[src/rtl/core/assert_macros.svh]
// Assertion macros shared by the bloom filter RTL.
`ifndef ASSERT_MACROS_SVH
`define ASSERT_MACROS_SVH

// Same-cycle implication, held off while reset is high.
`define BFH_ASSERT_IMP(lbl, ante, cons, msg) \
  lbl: assert property (@(posedge clk) disable iff (rst) (ante) |-> (cons)) \
    else $error(msg);

// Next-cycle implication, checked through reset as well.
`define BFH_ASSERT_NXT(lbl, ante, cons, msg) \
  lbl: assert property (@(posedge clk) (ante) |=> (cons)) \
    else $error(msg);

`endif

[src/rtl/core/bfh_pkg.sv]
// Shared types, constants and helper functions for the bloom filter unit.
package bfh_pkg;

  // Filter storage sizing
  localparam int MAX_FILTER_BITS = 65536;
  localparam int POS_W           = $clog2(MAX_FILTER_BITS);
  localparam int SIZE_W          = $clog2(MAX_FILTER_BITS + 1);
  localparam int ROW_BITS        = (MAX_FILTER_BITS < 64) ? MAX_FILTER_BITS : 64;
  localparam int ROW_IDX_W       = (ROW_BITS > 1) ? $clog2(ROW_BITS) : 1;
  localparam int ROWS            = (MAX_FILTER_BITS + ROW_BITS - 1) / ROW_BITS;
  localparam int ROW_W           = (ROWS > 1) ? $clog2(ROWS) : 1;

  // Register field widths
  localparam int CFG_BITS_W      = 17;
  localparam int COUNT_W         = 6;
  localparam int HASH_COUNT_MAX  = 32;

  // Register indexes
  localparam logic REG_FILTER_BITS = 1'b0;
  localparam logic REG_HASH_COUNT  = 1'b1;

  // Hashing
  localparam int          HASH_W      = 32;
  localparam logic [31:0] FNV_PRIME   = 32'h0100_0193;
  localparam logic [31:0] SEED_FIRST  = 32'h811C_9DC5;
  localparam logic [31:0] SEED_SECOND = 32'h0100_0193;

  // Remainder unit retires two dividend bits per cycle
  localparam int DIV_STEPS  = HASH_W / 2;
  localparam int DIV_CNT_W  = $clog2(DIV_STEPS);

  // Hand-off queue
  localparam int QUEUE_DEPTH = 2;
  localparam int QPTR_W      = $clog2(QUEUE_DEPTH);
  localparam int QCNT_W      = $clog2(QUEUE_DEPTH + 1);

  // Operation codes
  localparam logic OP_ADD   = 1'b0;
  localparam logic OP_CHECK = 1'b1;

  // Finished key handed from the hashing front to the probe engine
  typedef struct packed {
    logic [HASH_W-1:0] first_hash;
    logic [HASH_W-1:0] second_hash;
    logic              operation;
  } key_hash_t;

  typedef enum logic [2:0] {
    ST_CLEAR,
    ST_IDLE,
    ST_DIV,
    ST_FIX,
    ST_PROBE,
    ST_DONE
  } back_state_t;

  // One FNV-1a round, truncated to 32 bits
  function automatic logic [HASH_W-1:0] fnv_step(input logic [HASH_W-1:0] h,
                                                 input logic [7:0] b);
    logic [HASH_W-1:0] x;
    x = h ^ {{(HASH_W-8){1'b0}}, b};
    return x * FNV_PRIME;
  endfunction

  // One restoring remainder step: shift in a bit, subtract the modulus if it fits
  function automatic logic [SIZE_W-1:0] rem_step(input logic [SIZE_W-1:0] r,
                                                 input logic bit_in,
                                                 input logic [SIZE_W-1:0] modulus);
    logic [SIZE_W:0] t;
    t = {r, bit_in};
    if (t >= {1'b0, modulus}) begin
      t = t - {1'b0, modulus};
    end
    return t[SIZE_W-1:0];
  endfunction

endpackage

[src/rtl/core/bfh_queue.sv]
// Two-entry queue of finished keys between the front end and the probe engine.
module bfh_queue (
  input  logic               clk,
  input  logic               rst,
  input  logic               push,
  input  bfh_pkg::key_hash_t push_data,
  output logic               full,
  input  logic               pop,
  output logic               valid,
  output bfh_pkg::key_hash_t pop_data
);
  import bfh_pkg::*;

  key_hash_t         entries [QUEUE_DEPTH];
  logic [QPTR_W-1:0] wr_ptr;
  logic [QPTR_W-1:0] rd_ptr;
  logic [QCNT_W-1:0] fill;
  logic              do_push;
  logic              do_pop;

  assign full     = (fill == QCNT_W'(QUEUE_DEPTH));
  assign valid    = (fill != '0);
  assign pop_data = entries[rd_ptr];
  assign do_push  = push && !full;
  assign do_pop   = pop && valid;

  // Store the pushed item
  always_ff @(posedge clk) begin
    if (do_push) begin
      entries[wr_ptr] <= push_data;
    end
  end

  // Advance pointers and fill count
  always_ff @(posedge clk) begin
    if (rst) begin
      wr_ptr <= '0;
      rd_ptr <= '0;
      fill   <= '0;
    end else begin
      if (do_push) begin
        wr_ptr <= (wr_ptr == QPTR_W'(QUEUE_DEPTH - 1)) ? '0 : wr_ptr + 1'b1;
      end
      if (do_pop) begin
        rd_ptr <= (rd_ptr == QPTR_W'(QUEUE_DEPTH - 1)) ? '0 : rd_ptr + 1'b1;
      end
      case ({do_push, do_pop})
        2'b10:   fill <= fill + 1'b1;
        2'b01:   fill <= fill - 1'b1;
        default: fill <= fill;
      endcase
    end
  end

endmodule

[config.mk]
export PLATFORM = sky130hd
export DESIGN_NAME = bfh_queue
export DESIGN_NICKNAME = d
export VERILOG_FILES = /design/src/rtl/core/assert_macros.svh /design/src/rtl/core/bfh_pkg.sv /design/src/rtl/core/bfh_queue.sv
export SDC_FILE = /design/constraint.sdc
export NUM_CORES = 1
export LEC_CHECK = 0
export BUFFER_PORTS_ARGS = -buffer_cell sky130_fd_sc_hd__buf_2
export CORE_MARGIN = 3
export CORE_UTILIZATION = 55
export DETAILED_ROUTE_END_ITERATION = 6
export PLACE_DENSITY = 0.83
export SKIP_LAST_GASP = 1
export SYNTH_ARGS = -nofsm -noshare
export SYNTH_HDL_FRONTEND = slang
export SYNTH_SLANG_ARGS = --single-unit
[constraint.sdc]
create_clock -name clk -period 6.1 [get_ports clk]
set_input_delay 0.61 -clock clk [delete_from_list [all_inputs] [get_ports clk]]
set_output_delay 0.61 -clock clk [all_outputs]
set_load 0.005 [all_outputs]
==> impl_metrics.csv <==
group,metric,value,unit
synthesis,syn-cell-area,4897,µm²
worst_setup_path,path_cells,"buf_4 -> mux2_2 -> buf_2",
cts,tritoncts,"yes",
placement,dp_hpwl,5.565,mm
power,p_total,2.805,mW
cts,clk_path_buf_depth,2,
finish,area_growth,28.36,%
synthesis,netlist_instances,228,
cts,htree_levels,4,
floorplan,die_area,10070,µm²
cts,ctsHoldBuffers,0,
sta,finClkSkew,0.01082,ns
routing,vias,2573,
cts,post_cts_buffers,0,
sta,rsz0062_at_grt,"false",
worst_hold_path,hp-class,"in2reg",
worst_setup_path,max_stage_delay,0.76,ns
floorplan,rows,33,
cts,root_buffer,"clkbuf_8",
worst_setup_path,cpMaxStageDelayCell,"dfxtp_2",
worst_setup_path,required,5.49,ns
worst_setup_path,crit_type,"reg2out",
floorplan,fp.coreArea,8423,µm²
worst_setup_path,critPathLaunchType,"register",
floorplan,die_w,100.4,µm
sta,finalCriticalPeriod,2.989,ns
synthesis,ys_warn_count,0,
finish,layout_common_cells,"buf_2 (135), edfxtp_1 (130), mux2_2 (65), clkbuf_16 (16)",
grt,grt_util_all_layers,18.57,%
routing,wl_met2,4.666,mm
sta,tightest_slew,0.8856,ns
grt,grt_pass1_wl,13.88,mm
routing,wirelength_met1,3.739,mm
floorplan,die_h,100.4,µm
synthesis,synth_fp_nets,298,
run,maxCapViolCount,0,
worst_setup_path,arrival,2.38,ns
placement,routabilityCongestion,0.7544,
finish,drive_gt1_share,61.38,%
worst_setup_path,reg2reg_setup_slack,3.96,ns
cts,clock_sinks,135,
sta,finalSetupViolations,0,
cts,cts_buffers,17,
routing,top_layer,"met4",
sta,tns,0,ns
sta,hold_viol_final,0,
routing,initialDrtViolationCount,104,
cts,ctsResizeCount,0,
grt,grt_overflow,0,
routing,wl_met3,626,µm
synthesis,synth.distinct_cells,18,
routing,wirelength,9.109,mm
grt,grt_max_degree,66,
power,p_leak,2.386,nW
synthesis,ys_ff_latch,135,
power,power_density,446.2,nW/µm²
power,vdd_drop_max,0.2427,mV
finish,finalNonFillerCells,496,
grt,antenna_found_initial,0,
cts,path_clk_slew,0.06,ns
worst_setup_path,crit_fanout,37,
sta,layout_worst_path_cycle_share,49.00,%
finish,fill_cells,520,
floorplan,start_util,58.14,%
sta,whs,0.2954,ns
sta,fmax,0.3346,GHz
grt,grt_pass1_vias,2668,
cts,clk_latency,0.50,ns
finish,final_common_cell,"buf_2",
routing,wire_per_inst,18.36,µm
synthesis,yosysSeqAreaShare,81.76,%
routing,viasPerCell,5.188,
finish,fin_nets,448,
sta,slew_violations,0,
placement,dp.cells,464,
floorplan,ioPinCount,136,
worst_setup_path,endpoint_kind,"output pin",
status,run_status,"completed",
routing,first_pass_iters,5,
finish,diodes,0,
routing,drc,0,
placement,io_buffers,135,
routing,antenna_left,0,
synthesis,synth_area_per_cell,21.48,µm²
sta,max_slew_margin,40.96,%
worst paths after layout:
kind,from,end,cells after the start
max,register,pop_data[47],3
min,push_data[44],entries[0][44],1
max reg2reg,fill[0],entries[0][55],5
min reg2reg,wr_ptr,wr_ptr,2
layer usage:
| metal | vias to the layer above | global-route usage, % |
|---|---|---|
| li1 | 1200 | - |
| met4 | 0 | 6.010 |
| met2 | 117 | 30.38 |
| met5 | - | 0 |
| met3 | 7 | 5.837 |
| met1 | 1249 | 23.86 |
where the power goes:
part / switching [mW] / internal, mW
sequential: 0.0639 / 1.17
clock: 0.373 / 0.626
combinational: 0.266 / 0.302
registers in the layout, summed over array words and instances (netlist names), named ones only:
register / cells
wr_ptr: 1
entries: 130
rd_ptr: 1
fill: 2
layout make-up:
class | instances | area, µm² | area share (%)
tap | 105 | 131.4 | 2.090
clock buffer | 18 | 417.9 | 6.648
multi-input combinational | 83 | 848.3 | 13.50
timing repair buffer | 138 | 698.2 | 11.11
inverter | 3 | 11.26 | 0.1791
clock inverter | 14 | 173.9 | 2.767
sequential | 135 | 4005 | 63.71
Yosys cell counts, drive strengths merged:
library cell / number / area (µm²)
or2: 1 / 6.260
nand2b: 1 / 8.760
xnor2: 2 / 17.52
and3: 1 / 6.260
a21oi: 2 / 10.01
ha: 1 / 12.51
xor2: 1 / 8.760
mux2: 65 / 732.0
o21ai: 2 / 10.01
inv: 3 / 11.26
o21a: 1 / 7.510
nand2: 1 / 3.750
buf: 7 / 35.03
or3: 2 / 12.51
edfxtp: 130 / 3904
nor2: 3 / 11.26
dfxtp: 5 / 100.1
stage by stage:
step / cell area, µm² / worst slack [ns] / util, %
after floorplan: 4897 / 3.407 / -
after global placement: 5694 / 3.621 / 67.60
after detailed placement: 5694 / 3.647 / 67.60
after CTS: 6286 / 3.058 / 74.63
after global routing: 6286 / 2.962 / 74.63
final: 6286 / 3.111 / 74.63
worst max-delay path: cells and delay by family (launching register included):
kind | cells | cell delay, ns
buf+inv | 2 | 0.67
flops | 1 | 0.76
mux | 1 | 0.42
kinds of logic (layout without fill, tap and decap cells):
| logic type | after synthesis | count (layout) | share of synthesized area, % |
|---|---|---|---|
| fa+ha+maj | 1 | 1 | 0.2555 |
| buf+inv | 10 | 173 | 0.9452 |
| simple gates | 9 | 9 | 0.9965 |
| mux | 65 | 65 | 14.95 |
| xor+xnor | 3 | 3 | 0.5366 |
| compound gates | 5 | 5 | 0.5622 |
| flops | 135 | 135 | 81.76 |
Power figures use the tool's default switching activity.
