<file path="src/rtl/core/assert_macros.svh">
// Assertion macros shared by the bloom filter RTL.
`ifndef ASSERT_MACROS_SVH
`define ASSERT_MACROS_SVH

// Same-cycle implication, held off while reset is high.
`define BFH_ASSERT_IMP(lbl, ante, cons, msg) \
  lbl: assert property (@(posedge clk) disable iff (rst) (ante) |-> (cons)) \
    else $error(msg);

// Next-cycle implication, checked through reset as well.
`define BFH_ASSERT_NXT(lbl, ante, cons, msg) \
  lbl: assert property (@(posedge clk) (ante) |=> (cons)) \
    else $error(msg);

`endif

</file>
<file path="src/rtl/core/bfh_pkg.sv">
// Shared types, constants and helper functions for the bloom filter unit.
package bfh_pkg;

  // Filter storage sizing
  localparam int MAX_FILTER_BITS = 65536;
  localparam int POS_W           = $clog2(MAX_FILTER_BITS);
  localparam int SIZE_W          = $clog2(MAX_FILTER_BITS + 1);
  localparam int ROW_BITS        = (MAX_FILTER_BITS < 64) ? MAX_FILTER_BITS : 64;
  localparam int ROW_IDX_W       = (ROW_BITS > 1) ? $clog2(ROW_BITS) : 1;
  localparam int ROWS            = (MAX_FILTER_BITS + ROW_BITS - 1) / ROW_BITS;
  localparam int ROW_W           = (ROWS > 1) ? $clog2(ROWS) : 1;

  // Register field widths
  localparam int CFG_BITS_W      = 17;
  localparam int COUNT_W         = 6;
  localparam int HASH_COUNT_MAX  = 32;

  // Register indexes
  localparam logic REG_FILTER_BITS = 1'b0;
  localparam logic REG_HASH_COUNT  = 1'b1;

  // Hashing
  localparam int          HASH_W      = 32;
  localparam logic [31:0] FNV_PRIME   = 32'h0100_0193;
  localparam logic [31:0] SEED_FIRST  = 32'h811C_9DC5;
  localparam logic [31:0] SEED_SECOND = 32'h0100_0193;

  // Remainder unit retires two dividend bits per cycle
  localparam int DIV_STEPS  = HASH_W / 2;
  localparam int DIV_CNT_W  = $clog2(DIV_STEPS);

  // Hand-off queue
  localparam int QUEUE_DEPTH = 2;
  localparam int QPTR_W      = $clog2(QUEUE_DEPTH);
  localparam int QCNT_W      = $clog2(QUEUE_DEPTH + 1);

  // Operation codes
  localparam logic OP_ADD   = 1'b0;
  localparam logic OP_CHECK = 1'b1;

  // Finished key handed from the hashing front to the probe engine
  typedef struct packed {
    logic [HASH_W-1:0] first_hash;
    logic [HASH_W-1:0] second_hash;
    logic              operation;
  } key_hash_t;

  typedef enum logic [2:0] {
    ST_CLEAR,
    ST_IDLE,
    ST_DIV,
    ST_FIX,
    ST_PROBE,
    ST_DONE
  } back_state_t;

  // One FNV-1a round, truncated to 32 bits
  function automatic logic [HASH_W-1:0] fnv_step(input logic [HASH_W-1:0] h,
                                                 input logic [7:0] b);
    logic [HASH_W-1:0] x;
    x = h ^ {{(HASH_W-8){1'b0}}, b};
    return x * FNV_PRIME;
  endfunction

  // One restoring remainder step: shift in a bit, subtract the modulus if it fits
  function automatic logic [SIZE_W-1:0] rem_step(input logic [SIZE_W-1:0] r,
                                                 input logic bit_in,
                                                 input logic [SIZE_W-1:0] modulus);
    logic [SIZE_W:0] t;
    t = {r, bit_in};
    if (t >= {1'b0, modulus}) begin
      t = t - {1'b0, modulus};
    end
    return t[SIZE_W-1:0];
  endfunction

endpackage

</file>
<file path="src/rtl/core/bfh_front.sv">
// Front end: takes key bytes and keeps the two running FNV-1a hashes.
module bfh_front (
  input  logic                clk,
  input  logic                rst,
  input  logic                s_axis_tvalid,
  output logic                s_axis_tready,
  input  logic [7:0]          s_axis_tdata,  // [7:0] key_byte
  input  logic                s_axis_tuser,  // [0] operation
  input  logic                s_axis_tlast,
  input  logic                clearing,
  input  logic                q_full,
  output logic                q_push,
  output bfh_pkg::key_hash_t  q_data
);
  import bfh_pkg::*;

  logic [HASH_W-1:0] first_hash;
  logic [HASH_W-1:0] second_hash;
  logic [HASH_W-1:0] first_next;
  logic [HASH_W-1:0] second_next;
  logic              accept;

  // Hold off input while the store is swept or the queue has no room
  assign s_axis_tready = !q_full && !clearing;
  assign accept        = s_axis_tvalid && s_axis_tready;

  assign first_next  = fnv_step(first_hash, s_axis_tdata);
  assign second_next = fnv_step(second_hash, s_axis_tdata);

  // Push the finished hashes on the last byte of a key
  assign q_push              = accept && s_axis_tlast;
  assign q_data.first_hash   = first_next;
  assign q_data.second_hash  = second_next;
  assign q_data.operation    = s_axis_tuser;

  // Advance the hashes; return to the seeds after a key
  always_ff @(posedge clk) begin
    if (rst) begin
      first_hash  <= SEED_FIRST;
      second_hash <= SEED_SECOND;
    end else if (accept) begin
      if (s_axis_tlast) begin
        first_hash  <= SEED_FIRST;
        second_hash <= SEED_SECOND;
      end else begin
        first_hash  <= first_next;
        second_hash <= second_next;
      end
    end
  end

endmodule

</file>
<file path="config.mk">
export PLATFORM = sky130hd
export DESIGN_NAME = bfh_front
export DESIGN_NICKNAME = d
export VERILOG_FILES = /design/src/rtl/core/assert_macros.svh /design/src/rtl/core/bfh_pkg.sv /design/src/rtl/core/bfh_front.sv
export SDC_FILE = /design/constraint.sdc
export NUM_CORES = 1
export LEC_CHECK = 0
export BUFFER_PORTS_ARGS = -buffer_cell sky130_fd_sc_hd__buf_2
export CORE_UTILIZATION = 35
export DETAILED_ROUTE_END_ITERATION = 10
export HOLD_SLACK_MARGIN = 0.08
export PLACE_DENSITY_LB_ADDON = 0.2
export SLEW_MARGIN = 30
export SYNTH_ARGS = -nofsm -noshare
export SYNTH_HDL_FRONTEND = slang
export SYNTH_SLANG_ARGS = --single-unit
</file>
<file path="constraint.sdc">
create_clock -name clk -period 13.4 [get_ports clk]
set_input_delay 1.34 -clock clk [delete_from_list [all_inputs] [get_ports clk]]
set_output_delay 1.34 -clock clk [all_outputs]
set_load 0.01 [all_outputs]
</file>
==> results.cfg <==
[finish]
area_delta_synth_final_pct = 9.60
fill_cells = 3901
nets = 2077
final_core_util_pct = 39.2
drive_gt1_share_pct = 7.10
seq_area_mm2 = 0.00128
multi_input_area_mm2 = 0.0108
antenna_cells = 0

[detailed_routing]
viasPerCell = 4.83
routed-via-count = 9949
drc = 0
drt_iter0_drc = 472
firstDrtPassIters = 5
ant_nets = 0
wl_per_cell_um = 17.1
routed_wl_mm = 35.3

[sta]
tightest_slew_ns = 1.02
tns_ns = 0
post-route-period-util_pct = 64.2
drv_slew = 0
slew_headroom_pct = 31.9
finalHoldViolCount = 0
clock_skew_ns = 0.0103
rsz0062_at_grt = no
setup_viol = 0
worst_hold_slack_ns = 0.483
min_period_ns = 8.60
fmax_ghz = 0.116

[status]
outcome = completed

[clock_tree]
post_cts_buffers = 0
cts.clk_slew.worst_paths_ns = 0.06
numCtsBuffers = 9
ctsHoldBuffers = 0
cts_tree = yes
cts-resized-gates = 0
cts-root-buf = clkbuf_16
clk_latency_ns = 0.37
cts_sinks = 64
cts_max_level = 3
cts_buffer_depth = 2

[worst_setup_path]
cp.depth = 21
arrival_ns = 7.26
crit_slowest_cell = xor2_1
cp-endpoint = q_data[63]
cp_slowest_stage_delay_ns = 0.50
cp-end-kind = primary output
crit_top_cell = ha_1
start_kind = input pin
worst-path-buf-inv = 4
r2r_end = first_hash[30]
timing.rr.start = first_hash[2]
r2r.worst_path.cells = 20
rrSetupSlack_ns = 7.20
critPathLaunch = s_axis_tdata[2]
cp_top_family = adder cells
cp.required_ns = 12.06
path_class = input pin to primary output
worst-path-max-fanout = 7
worstPathCellList = buf_2 > xor2_1 > ha_1 > ha_1 > fa_1 > ha_1 > fa_1 > ha_1 > inv_1 > fa_1 > inv_1 > ha_1 > and4_1 > nand2_1 > nor3_1 > a21oi_1 > nor4b_1 > o21ai_0 > a221oi_1 > xnor2_1 > buf_2

[die]
core-area_mm2 = 0.0378
die-area_mm2 = 0.0395
die_w_um = 199
die_h_um = 199
pin_count = 82
initial_core_util_pct = 35.8
placementRows = 71

[yosys]
synth-edff-count = 0
yosysUniqueCellTypes = 56
syn_area_mm2 = 0.0135
ys_seq_area_share_pct = 9.46
async_flop_share_pct = 0
synthCells = 1473
yosysWarnings = 0
ys_dominant_reg_cell = dfxtp_1
synth_nets = 2005
avgSynthCellArea_um2 = 9.20
ys_ff_latch = 64

[place]
dp.final_hpwl_mm = 29.9
place.gp.congestion = 0.854
io_buffer_count = 79

[global_route]
grt.overflow.total = 0
track_usage_pct = 19.2
grt_pass1_vias = 10600
grt_first_pass_wirelength_mm = 57.4
grt_max_degree = 56
antenna_found_initial = 1

[hold_path]
hold_class = flip-flop to flip-flop

[job]
maxCapViolCount = 0
## metal layers
metal / GRT usage (%) / vias to the layer above / wire [um]
met2: 32.0 / 137 / 16200
met4: 4.73 / 2 / 531
met1: 26.4 / 4836 / 17600
met3: 1.76 / 25 / 1020
li1: - / 4949 / -
met5: 0 / - / 11
## cells by family (layout without fill, tap and decap cells)
family                     count (synthesis)  after routing  synth area share [%]
AOI/OAI and AO/OA                        199            199                  9.88
xor gates and xnor gates                 111            111                  7.18
adders and majority gates                517            517                  55.9
buffers and inverters                    382            459                  10.6
DFF                                       64             64                  9.46
and+or+nand+nor                          200            200                  6.93
## how the worst min path moves through the flow
stage / start / endpoint / slack [ns] / cells past startpoint
CTS: first_hash[1] / first_hash[1] / 0.48 / 2
global placement: first_hash[1] / first_hash[1] / 0.46 / 2
detailed placement: first_hash[1] / first_hash[1] / 0.47 / 2
floorplan: first_hash[1] / first_hash[1] / 0.44 / 2
finish: first_hash[1] / first_hash[1] / 0.48 / 2
global route: first_hash[2] / first_hash[2] / 0.51 / 2
## synth_stat cells (3+ instances only)
| cell | number | area share [%] |
|---|---|---|
| ha_1 | 369 | 34 |
| inv_1 | 358 | 9.9 |
| fa_1 | 148 | 22 |
| nor2_1 | 69 | 1.9 |
| dfxtp_1 | 64 | 9.5 |
| xnor2_1 | 58 | 3.7 |
| a21oi_1 | 55 | 2.0 |
| nand2_1 | 54 | 1.5 |
| xor2_1 | 53 | 3.4 |
| o21ai_0 | 30 | 1.1 |
| a22oi_1 | 24 | 1.3 |
| a21o_1 | 22 | 1.2 |
| clkbuf_1 | 21 | 0.58 |
| nand3_1 | 19 | 0.70 |
| o21a_1 | 14 | 0.78 |
| a22o_1 | 11 | 0.71 |
| nor3_1 | 11 | 0.41 |
| nand3b_1 | 10 | 0.55 |
| o21bai_1 | 7 | 0.39 |
| a31oi_1 | 5 | 0.23 |
| and3_1 | 5 | 0.23 |
| nor4_1 | 5 | 0.23 |
| and2_1 | 4 | 0.18 |
| nand2b_1 | 4 | 0.18 |
| nand4_1 | 4 | 0.18 |
| nor2b_1 | 4 | 0.18 |
| a211o_1 | 3 | 0.19 |
| o211ai_1 | 3 | 0.17 |
| o31ai_1 | 3 | 0.17 |
| or4_1 | 3 | 0.17 |
## state kept, by name, indices dropped and copies added (netlist names)
register     flops
first_hash      32
second_hash     32
## area by class of cell
type | instances | area share [%]
Timing Repair Buffer | 85 | 2.97
Multi-Input combinational cell | 1027 | 73.0
Inverter | 358 | 9.05
Clock inverter | 3 | 0.270
Clock buffer | 13 | 1.75
Sequential cell | 64 | 8.63
Tap cell | 511 | 4.31
## worst min-delay path: cells and delay by family (launching register included)
kind | cells | cell delay, ns
DFF | 1 | 0.32
AOI/OAI and AO/OA | 1 | 0.05
and+or+nand+nor | 1 | 0.06
## cell usage in the layout, fill, tap and decap left out, drive strengths merged, types with 19 or more instances in the layout
| cell type | n |
|---|---|
| ha | 369 |
| nand3 | 19 |
| o21ai | 30 |
| nor2 | 69 |
| buf | 85 |
| inv | 358 |
| fa | 148 |
| xor2 | 53 |
| a22oi | 24 |
| nand2 | 54 |
| dfxtp | 64 |
| a21o | 22 |
| xnor2 | 58 |
| a21oi | 56 |
## through the flow
step / instances / setup slack, ns / instance area, um^2
after floorplan: 1473 / 6.10 / 13500
after global placement: 2045 / 4.93 / 14500
after detailed placement: 2045 / 4.79 / 14500
after CTS: 2061 / 4.78 / 14800
after global routing: 2061 / 4.46 / 14800
final: 2061 / 4.80 / 14800
Power is left out: the tool's default activity adds up to more than one toggle a clock period on the data nets, which glitch-free logic cannot reach.
